**src/hdl/nfcs_pkg.sv**
```systemverilog
`timescale 1ns / 1ps
`default_nettype none

package nfcs_pkg;

  localparam int OFFSET_W  = 23;
  localparam int ADDR_W    = 22;
  localparam int DATA_W    = 16;
  localparam int QREG_W    = 8;
  localparam int CMD_W     = 3;
  localparam int LOG2_W    = 5;
  localparam int POS_W     = 4;
  localparam int IN_DATA_W  = 80;
  localparam int OUT_DATA_W = 40;

  localparam int DEF_WORD_ADDR_BITS = 22;

  localparam logic [LOG2_W-1:0] LOG2_MIN   = 5'd8;
  localparam logic [LOG2_W-1:0] LOG2_MAX   = 5'd21;
  localparam logic [LOG2_W-1:0] LOG2_RESET = 5'd12;

  localparam logic [ADDR_W-1:0] UNLOCK_ADDR1 = 22'h000555;
  localparam logic [ADDR_W-1:0] UNLOCK_ADDR2 = 22'h0002AA;

  localparam logic [7:0] DATA_UNLOCK1 = 8'hAA;
  localparam logic [7:0] DATA_UNLOCK2 = 8'h55;
  localparam logic [7:0] DATA_RESET   = 8'hF0;
  localparam logic [7:0] DATA_PROGRAM = 8'hA0;
  localparam logic [7:0] DATA_ERASE   = 8'h80;
  localparam logic [7:0] DATA_BLK_ERS = 8'h30;
  localparam logic [7:0] DATA_CHIP_ERS = 8'h10;
  localparam logic [7:0] DATA_QUERY   = 8'h98;

  localparam int DQ6_BIT = 6;
  localparam int DQ5_BIT = 5;

  typedef enum logic [CMD_W-1:0] {
    CMD_READ       = 3'd0,
    CMD_PROG       = 3'd1,
    CMD_BLK_ERASE  = 3'd2,
    CMD_CHIP_ERASE = 3'd3,
    CMD_QUERY      = 3'd4,
    CMD_STATUS     = 3'd5,
    CMD_RESET      = 3'd6,
    CMD_NONE       = 3'd7
  } cmd_t;

  typedef enum logic [1:0] {
    KIND_WRITE  = 2'd0,
    KIND_READ   = 2'd1,
    KIND_STATUS = 2'd2
  } kind_t;

  typedef enum logic [1:0] {
    ST_OK        = 2'd0,
    ST_BUSY      = 2'd1,
    ST_DEV_ERR   = 2'd2,
    ST_BAD_ALIGN = 2'd3
  } status_t;

  // unlock body ahead of the final access: 0, 2, 3 or 5 writes
  typedef enum logic [1:0] {
    BODY_NONE   = 2'd0,
    BODY_UNLOCK = 2'd1,
    BODY_CMD    = 2'd2,
    BODY_ERASE  = 2'd3
  } body_t;

  // script positions: reset sequence, unlock body, final access
  localparam logic [POS_W-1:0] POS_RST_AA  = 4'd0;
  localparam logic [POS_W-1:0] POS_RST_55  = 4'd1;
  localparam logic [POS_W-1:0] POS_RST_F0  = 4'd2;
  localparam logic [POS_W-1:0] POS_BODY_AA = 4'd3;
  localparam logic [POS_W-1:0] POS_BODY_55 = 4'd4;
  localparam logic [POS_W-1:0] POS_BODY_MID = 4'd5;
  localparam logic [POS_W-1:0] POS_BODY_AA2 = 4'd6;
  localparam logic [POS_W-1:0] POS_BODY_552 = 4'd7;
  localparam logic [POS_W-1:0] POS_FINAL   = 4'd8;

  typedef struct packed {
    logic                 valid;
    logic                 rst_pfx;
    body_t                body;
    logic [7:0]           mid;
    kind_t                kind;
    logic [ADDR_W-1:0]    addr;
    logic [DATA_W-1:0]    data;
    status_t              code;
  } seq_t;

  typedef struct packed {
    logic              program_mode;
    logic              error_pending;
    logic [ADDR_W-1:0] poll_address;
  } ctl_state_t;

  function automatic logic [POS_W-1:0] body_end(input body_t body);
    logic [POS_W-1:0] p;
    unique case (body)
      BODY_UNLOCK: p = POS_BODY_55;
      BODY_CMD:    p = POS_BODY_MID;
      BODY_ERASE:  p = POS_BODY_552;
      BODY_NONE:   p = POS_FINAL;
    endcase
    return p;
  endfunction

endpackage

`default_nettype wire

```
**src/hdl/nfcs_decode.sv**
```systemverilog
`timescale 1ns / 1ps
`default_nettype none

module nfcs_decode #(
  parameter int WORD_ADDR_BITS = nfcs_pkg::DEF_WORD_ADDR_BITS
) (
  input  wire logic [nfcs_pkg::CMD_W-1:0]    cmd,
  input  wire logic [nfcs_pkg::OFFSET_W-1:0] byte_offset,
  input  wire logic [nfcs_pkg::DATA_W-1:0]   write_data,
  input  wire logic [nfcs_pkg::QREG_W-1:0]   query_reg,
  input  wire logic [nfcs_pkg::DATA_W-1:0]   status_first,
  input  wire logic [nfcs_pkg::DATA_W-1:0]   status_second,
  input  wire logic [nfcs_pkg::LOG2_W-1:0]   erase_block_log2,
  input  wire nfcs_pkg::ctl_state_t          cur,
  output nfcs_pkg::seq_t                     seq,
  output nfcs_pkg::ctl_state_t               nxt
);
  import nfcs_pkg::*;

  localparam int EffBits = (WORD_ADDR_BITS < ADDR_W) ? WORD_ADDR_BITS : ADDR_W;
  localparam logic [ADDR_W-1:0] AddrMask = ADDR_W'((64'd1 << EffBits) - 64'd1);

  logic [LOG2_W-1:0]   lg;
  logic [OFFSET_W-1:0] blk_keep;
  logic [OFFSET_W-1:0] blk_off;
  logic [ADDR_W-1:0]   waddr;
  logic [ADDR_W-1:0]   baddr;
  logic [ADDR_W-1:0]   qaddr;
  logic                toggling;
  logic                dq5;

  always_comb begin
    priority if (erase_block_log2 < LOG2_MIN) begin
      lg = LOG2_MIN;
    end else if (erase_block_log2 > LOG2_MAX) begin
      lg = LOG2_MAX;
    end else begin
      lg = erase_block_log2;
    end
  end

  assign blk_keep = ~((OFFSET_W'(1) << lg) - OFFSET_W'(1));
  assign blk_off  = byte_offset & blk_keep;
  assign waddr    = byte_offset[OFFSET_W-1:1] & AddrMask;
  assign baddr    = blk_off[OFFSET_W-1:1] & AddrMask;
  assign qaddr    = {{(ADDR_W-QREG_W){1'b0}}, query_reg} & AddrMask;
  assign toggling = status_first[DQ6_BIT] ^ status_second[DQ6_BIT];
  assign dq5      = status_first[DQ5_BIT] & status_second[DQ5_BIT];

  always_comb begin
    seq         = '0;
    seq.valid   = 1'b1;
    seq.body    = BODY_NONE;
    seq.kind    = KIND_WRITE;
    seq.code    = ST_OK;
    nxt         = cur;
    if (cmd_t'(cmd) != CMD_STATUS && cmd_t'(cmd) != CMD_NONE) begin
      nxt.error_pending = 1'b0;
    end

    unique case (cmd_t'(cmd))
      CMD_READ: begin
        seq.rst_pfx      = cur.program_mode;
        seq.kind         = KIND_READ;
        seq.addr         = waddr;
        nxt.program_mode = 1'b0;
      end
      CMD_PROG: begin
        if (byte_offset[0]) begin
          seq.kind = KIND_STATUS;
          seq.addr = cur.poll_address;
          seq.code = ST_BAD_ALIGN;
        end else begin
          seq.body         = BODY_CMD;
          seq.mid          = DATA_PROGRAM;
          seq.addr         = waddr;
          seq.data         = write_data;
          nxt.poll_address = waddr;
        end
      end
      CMD_BLK_ERASE: begin
        seq.rst_pfx      = cur.program_mode;
        seq.body         = BODY_ERASE;
        seq.mid          = DATA_ERASE;
        seq.addr         = baddr;
        seq.data         = {8'h00, DATA_BLK_ERS};
        nxt.poll_address = baddr;
        nxt.program_mode = 1'b1;
      end
      CMD_CHIP_ERASE: begin
        seq.rst_pfx      = cur.program_mode;
        seq.body         = BODY_ERASE;
        seq.mid          = DATA_ERASE;
        seq.addr         = UNLOCK_ADDR1 & AddrMask;
        seq.data         = {8'h00, DATA_CHIP_ERS};
        nxt.poll_address = '0;
        nxt.program_mode = 1'b1;
      end
      CMD_QUERY: begin
        seq.body         = BODY_CMD;
        seq.mid          = DATA_QUERY;
        seq.kind         = KIND_READ;
        seq.addr         = qaddr;
        nxt.program_mode = 1'b1;
      end
      CMD_STATUS: begin
        seq.kind = KIND_STATUS;
        seq.addr = cur.poll_address;
        priority if (!toggling) begin
          seq.code          = ST_OK;
          nxt.error_pending = 1'b0;
        end else if (dq5 && cur.error_pending) begin
          seq.code          = ST_DEV_ERR;
          nxt.error_pending = 1'b0;
        end else if (dq5) begin
          seq.code          = ST_BUSY;
          nxt.error_pending = 1'b1;
        end else begin
          seq.code          = ST_BUSY;
          nxt.error_pending = 1'b0;
        end
      end
      CMD_RESET: begin
        seq.body         = BODY_UNLOCK;
        seq.addr         = '0;
        seq.data         = {8'h00, DATA_RESET};
        nxt.program_mode = 1'b0;
      end
      CMD_NONE: begin
        seq.valid = 1'b0;
      end
    endcase
  end

endmodule

`default_nettype wire

```
**src/hdl/nor_flash_command_sequencer_unit.sv**
```systemverilog
`timescale 1ns / 1ps
`default_nettype none
// Each accepted command loads the script step counter; its results then leave through the output register.
// Throughput: one result per cycle from the output register while out_tready holds; a command
//   gives 0 to 9 results, and the next command is taken in the cycle of the last one.
// The script step counter that walks reset, unlock and final accesses sets the rate.
// Reset: synchronous active-low rst_n clears state flags, poll address, step control and
//   output valid; erase_block_log2 returns to 12.

module nor_flash_command_sequencer_unit #(
  parameter int WORD_ADDR_BITS = nfcs_pkg::DEF_WORD_ADDR_BITS
) (
  input  wire logic                              clk,
  input  wire logic                              rst_n,
  input  wire logic                              in_tvalid,
  output logic                                   in_tready,
  // byte_offset, write_data, query_reg, status_first, status_second, zero pad
  input  wire logic [nfcs_pkg::IN_DATA_W-1:0]    in_tdata,
  // cmd
  input  wire logic [nfcs_pkg::CMD_W-1:0]        in_tuser,
  output logic                                   out_tvalid,
  input  wire logic                              out_tready,
  // bus_address, bus_data, status_code
  output logic [nfcs_pkg::OUT_DATA_W-1:0]        out_tdata,
  // kind
  output logic [1:0]                             out_tuser,
  output logic                                   out_tlast,
  input  wire logic                              cfg_valid,
  output logic                                   cfg_ready,
  input  wire logic [nfcs_pkg::LOG2_W-1:0]       cfg_data
);
  import nfcs_pkg::*;

  logic [LOG2_W-1:0] log2_r;
  ctl_state_t        st_r;
  ctl_state_t        st_nxt;
  seq_t              seq_r;
  seq_t              seq_dec;
  logic              busy_r;
  logic [POS_W-1:0]  pos_r;
  logic [POS_W-1:0]  pos_nxt;
  logic [POS_W-1:0]  pos_start;

  logic              out_vld_r;
  kind_t             out_kind_r;
  logic [ADDR_W-1:0] out_addr_r;
  logic [DATA_W-1:0] out_data_r;
  status_t           out_code_r;
  logic              out_last_r;

  kind_t             step_kind;
  logic [ADDR_W-1:0] step_addr;
  logic [DATA_W-1:0] step_data;
  status_t           step_code;
  logic              step_last;

  logic              out_free;
  logic              emit;
  logic              accept;

  nfcs_decode #(
    .WORD_ADDR_BITS (WORD_ADDR_BITS)
  ) u_decode (
    .cmd              (in_tuser),
    .byte_offset      (in_tdata[22:0]),
    .write_data       (in_tdata[38:23]),
    .query_reg        (in_tdata[46:39]),
    .status_first     (in_tdata[62:47]),
    .status_second    (in_tdata[78:63]),
    .erase_block_log2 (log2_r),
    .cur              (st_r),
    .seq              (seq_dec),
    .nxt              (st_nxt)
  );

  assign out_free  = !out_vld_r || out_tready;
  assign emit      = busy_r && out_free;
  assign step_last = (pos_r == POS_FINAL);
  assign in_tready = !busy_r || (emit && step_last);
  assign accept    = in_tvalid && in_tready;
  assign cfg_ready = 1'b1;

  always_comb begin
    step_kind = KIND_WRITE;
    step_addr = UNLOCK_ADDR1;
    step_data = {8'h00, DATA_UNLOCK1};
    step_code = ST_OK;
    unique case (pos_r)
      POS_RST_AA, POS_BODY_AA, POS_BODY_AA2: begin
        step_addr = UNLOCK_ADDR1;
        step_data = {8'h00, DATA_UNLOCK1};
      end
      POS_RST_55, POS_BODY_55, POS_BODY_552: begin
        step_addr = UNLOCK_ADDR2;
        step_data = {8'h00, DATA_UNLOCK2};
      end
      POS_RST_F0: begin
        step_addr = '0;
        step_data = {8'h00, DATA_RESET};
      end
      POS_BODY_MID: begin
        step_addr = UNLOCK_ADDR1;
        step_data = {8'h00, seq_r.mid};
      end
      default: begin
        step_kind = seq_r.kind;
        step_addr = seq_r.addr;
        step_data = seq_r.data;
        step_code = seq_r.code;
      end
    endcase
  end

  always_comb begin
    if (pos_r == POS_RST_F0) begin
      pos_nxt = (seq_r.body == BODY_NONE) ? POS_FINAL : POS_BODY_AA;
    end else if (pos_r >= POS_BODY_AA && pos_r == body_end(seq_r.body)) begin
      pos_nxt = POS_FINAL;
    end else begin
      pos_nxt = pos_r + POS_W'(1);
    end
  end

  always_comb begin
    if (seq_dec.rst_pfx) begin
      pos_start = POS_RST_AA;
    end else if (seq_dec.body == BODY_NONE) begin
      pos_start = POS_FINAL;
    end else begin
      pos_start = POS_BODY_AA;
    end
  end

  always_ff @(posedge clk) begin
    if (!rst_n) begin
      log2_r <= LOG2_RESET;
      st_r   <= '0;
      busy_r <= 1'b0;
      pos_r  <= POS_FINAL;
    end else begin
      if (cfg_valid && cfg_ready) begin
        log2_r <= cfg_data;
      end
      if (accept) begin
        st_r   <= st_nxt;
        busy_r <= seq_dec.valid;
        pos_r  <= pos_start;
      end else if (emit) begin
        busy_r <= !step_last;
        pos_r  <= pos_nxt;
      end
    end
  end

  always_ff @(posedge clk) begin
    if (accept) begin
      seq_r <= seq_dec;
    end
  end

  always_ff @(posedge clk) begin
    if (!rst_n) begin
      out_vld_r <= 1'b0;
    end else if (emit) begin
      out_vld_r <= 1'b1;
    end else if (out_tready) begin
      out_vld_r <= 1'b0;
    end
  end

  always_ff @(posedge clk) begin
    if (emit) begin
      out_kind_r <= step_kind;
      out_addr_r <= step_addr;
      out_data_r <= step_data;
      out_code_r <= step_code;
      out_last_r <= step_last;
    end
  end

  assign out_tvalid = out_vld_r;
  assign out_tdata  = {out_code_r, out_data_r, out_addr_r};
  assign out_tuser  = out_kind_r;
  assign out_tlast  = out_last_r;

endmodule

`default_nettype wire

```
**config.mk**
```make
export PLATFORM = sky130hd
export DESIGN_NAME = nor_flash_command_sequencer_unit
export DESIGN_NICKNAME = d
export VERILOG_FILES = /design/src/hdl/nfcs_pkg.sv /design/src/hdl/nfcs_decode.sv /design/src/hdl/nor_flash_command_sequencer_unit.sv
export SDC_FILE = /design/constraint.sdc
export NUM_CORES = 1
export LEC_CHECK = 0
export BUFFER_PORTS_ARGS = -buffer_cell sky130_fd_sc_hd__buf_2
export CAP_MARGIN = 40
export CORE_ASPECT_RATIO = 0.9
export CORE_MARGIN = 2
export CORE_UTILIZATION = 40
export DETAILED_ROUTE_END_ITERATION = 12
export GPL_TIMING_DRIVEN = 0
export SYNTH_ARGS = -nofsm -noshare
export SYNTH_HDL_FRONTEND = slang
export SYNTH_SLANG_ARGS = --single-unit
```
**constraint.sdc**
```tcl
create_clock -name clk -period 3 [get_ports clk]
set_input_delay 0.6 -clock clk [delete_from_list [all_inputs] [get_ports clk]]
set_output_delay 0.6 -clock clk [all_outputs]
set_load 0.02 [all_outputs]
```
==> impl_metrics.json <==
{
  "status": "completed",
  "syn_area_um2": 6020,
  "arrival_ns": 2.04,
  "fmax_mhz": 378,
  "vias_per_cell": 5.47,
  "place.port_buffers": 107,
  "worst_pin_slew_ns": 0.712,
  "sw_frac_of_total_pct": 28.5,
  "yosysWarnings": 0,
  "synth_edf_count": 90,
  "grtUsageTotal_pct": 20.5,
  "grt_overflow_total": 0,
  "period_share_pct": 88.2,
  "ctsHoldBuffers": 0,
  "hold_violations": 0,
  "min_from": "cfg_data[3]",
  "dp.cells": 882,
  "crit_chain": "inv_1 -> ha_1 -> nand3b_1 -> o21a_2 -> inv_1 -> buf_2",
  "syn2layout_area_growth_pct": 23.3,
  "cts_setup_buffers": 0,
  "drive_above_1_share_pct": 24.4,
  "final_cells": 914,
  "slew_viol_final": 0,
  "ys_ff_latch": 125,
  "cap_violations": 0,
  "combPwrFrac_pct": 17.1,
  "grt.busiest_layer": "met2",
  "holdPathEnd": "log2_r[3]",
  "ios": 139,
  "ys.flop_type": "edfxtp_1",
  "final_nets": 801,
  "synth-seq-area-share_pct": 56.5,
  "die-area_um2": 16000,
  "synth_most_common_cell": "edfxtp_1",
  "die_h_um": 120,
  "dpl.hpwl_mm": 11.6,
  "power.density_nw_per_um2": 662,
  "holdCritPathClass": "primary input to flip-flop",
  "routed_wl_mm": 16.0,
  "start_util_pct": 40.9,
  "path_clk_slew_ns": 0.06,
  "cts_resized": 0,
  "synth_area_leaders": "edfxtp_1 45%, dfxtp_1 12%, and2_1 3.8%, nor2_1 3.6%, nand2_1 3.2%",
  "crit_path_end_kind": "output pin",
  "drcViolationCount": 0,
  "placementRows": 42,
  "numCtsBuffers": 17,
  "clock-sinks": 125,
  "power_leakage_nw": 2.96,
  "worst_ir_drop_vdd_uv": 357,
  "antenna_cells": 0,
  "pwr-share-seq_pct": 43.3,
  "synth.distinct_cells": 54,
  "met1_usage_pct": 29.0,
  "grt_pass1_vias": 4726,
  "drtIter0Drc": 502,
  "core_um2": 14700,
  "reg2reg_slack_ns": 0.54,
  "die_w_um": 133,
  "fillers": 1385,
  "async_flop_share_pct": 0,
  "synth_common_cells": "90 x edfxtp_1, 57 x nor2_1, 51 x nand2_1, 37 x and2_1, 36 x o21ai_0",
  "crit_slowest_cell": "dfxtp_1",
  "worst-path-buf-inv": 3,
  "avgSynthCellArea_um2": 10.5,
  "yosysTopAreaCell": "edfxtp_1",
  "fin_crit_ns": 2.64,
  "grtUsageMet3_pct": 4.74,
  "drtPass1Iterations": 5,
  "dpl-instance-area_um2": 6860,
  "cpMostUsedCell": "inv_1",
  "hold_depth": 3,
  "clkPwrFrac_pct": 39.6,
  "rr_worst_depth": 6,
  "clock_latency_ns": 0.42,
  "antenna_found_initial": 0,
  "grt_pass1_wl_mm": 25.0,
  "cpPeakStageDelay_ns": 0.54,
  "critPathTopFamily": "flip-flops",
  "synth_cells": 571,
  "synth.top_cell.area_share_pct": 44.9,
  "crit_fanout": 9,
  "drtAntennaViolNets": 0,
  "p_sw_mw": 1.40,
  "wl_per_cell_um": 17.5,
  "critPathLaunchType": "flip-flop",
  "rsz0062_at_grt": "no",
  "slew_headroom_pct": 52.4,
  "clock_path_buffers": 2,
  "intPower_mw": 3.51,
  "root_buffer": "clkbuf_16",
  "crit_required_ns": 2.40,
  "setup_viol": 0,
  "r2r-end": "out_addr_r[16]",
  "cts_tree": "built",
  "r2r-start": "pos_r[0]",
  "grt_util_met2_pct": 31.3,
  "crit_type": "flip-flop to output pin",
  "vias": 4997,
  "design_area_um2": 7420,
  "grt_max_degree": 44,
  "htree_levels": 4,
  "gp_congestion": 0.925,
  "finalClockSkew_ns": 0.00641
}
## worst reg2reg max path, cell delays in order, from the launching register on
cell	delay, ns
dfxtp_1	0.54
ha_1	0.32
nor3_1	0.11
a211oi_2	0.57
nor2b_1	0.21
clkbuf_1	0.26
and2_1	0.22
## cells by family after synthesis
family | Yosys count | share of synthesized area [%]
buffers and inverters | 54 | 3.83
other | 1 | 0.0623
flip-flops | 125 | 56.5
AND/OR/NAND/NOR | 196 | 15.8
AO/OA/AOI/OAI | 160 | 17.6
adder cells (fa/ha/maj) | 5 | 1.04
XOR/XNOR | 4 | 0.582
multiplexers | 26 | 4.49
## per-stage QoR
step / power (mW) / setup WS, ns / hold slack [ns] / TNS, ns / util [%]
global route: 5.11 / 0.265 / 0.414 / 0 / 50.4
finish: 4.91 / 0.355 / 0.394 / 0 / 50.4
floorplan: 2.69 / 0.173 / 0.432 / 0 / -
global placement: 2.96 / -0.443 / 0.439 / -12.62 / 46.3
detailed placement: 2.99 / 0.510 / 0.448 / 0 / 46.6
CTS: 4.93 / 0.392 / 0.386 / 0 / 50.4
## cells in the final DEF, fill, tap and decap left out, types with 18 or more instances in the layout
master	n
dfxtp_1	35
nor2_1	57
nand2_1	51
buf_2	122
and2_1	37
edfxtp_1	90
o21ai_0	36
clkbuf_1	18
mux2i_1	18
a21oi_1	27
a22oi_1	20
## layer usage
layer / vias to the layer above / share of wire [%]
met3: 46 / 7.0
met5: - / 0
met1: 2333 / 47
met2: 243 / 43
li1: 2375 / -
met4: 0 / 2.5
## state kept, by name (all words and copies together) (netlist names)
register / cells
pos_r: 4
seq_r: 47
out_tvalid: 1
out_data_r: 16
out_addr_r: 22
st_r: 24
out_tlast: 1
busy_r: 1
log2_r: 5
out_tuser: 2
out_code_r: 2
## cell type report
cell class,instances,area (um2),area share [%]
flip-flops and latches,125,3400,45.9
plain buffers,36,163,2.19
well taps,198,248,3.34
inverters,18,67.6,0.910
multi-input cells,394,2390,32.2
clock buffers,17,425,5.73
repair buffers,111,586,7.89
clock inverters,15,136,1.84
## power groups by stage
stage / Sequential [mW] / Clock (mW) / Combinational (mW)
final: 2.13 / 1.95 / 0.837
after global routing: 2.14 / 2.05 / 0.917
after CTS: 2.13 / 1.97 / 0.831
after detailed placement: 2.16 / 0 / 0.827
after global placement: 2.16 / 0 / 0.799
after floorplan: 2.23 / 0 / 0.461
## worst max path at each step
stage                     start         to  slack (ns)  cells after the start
floorplan              pos_r[0]   pos_r[3]        0.17                      9
global placement       pos_r[0]   pos_r[3]       -0.44                      9
detailed placement  in_tuser[1]  seq_r[21]        0.51                      5
CTS                    pos_r[0]  in_tready        0.39                      6
global route           pos_r[0]  in_tready        0.26                      6
finish                 pos_r[0]  in_tready        0.36                      6
Note: power is estimated with default switching activity, not from simulation.
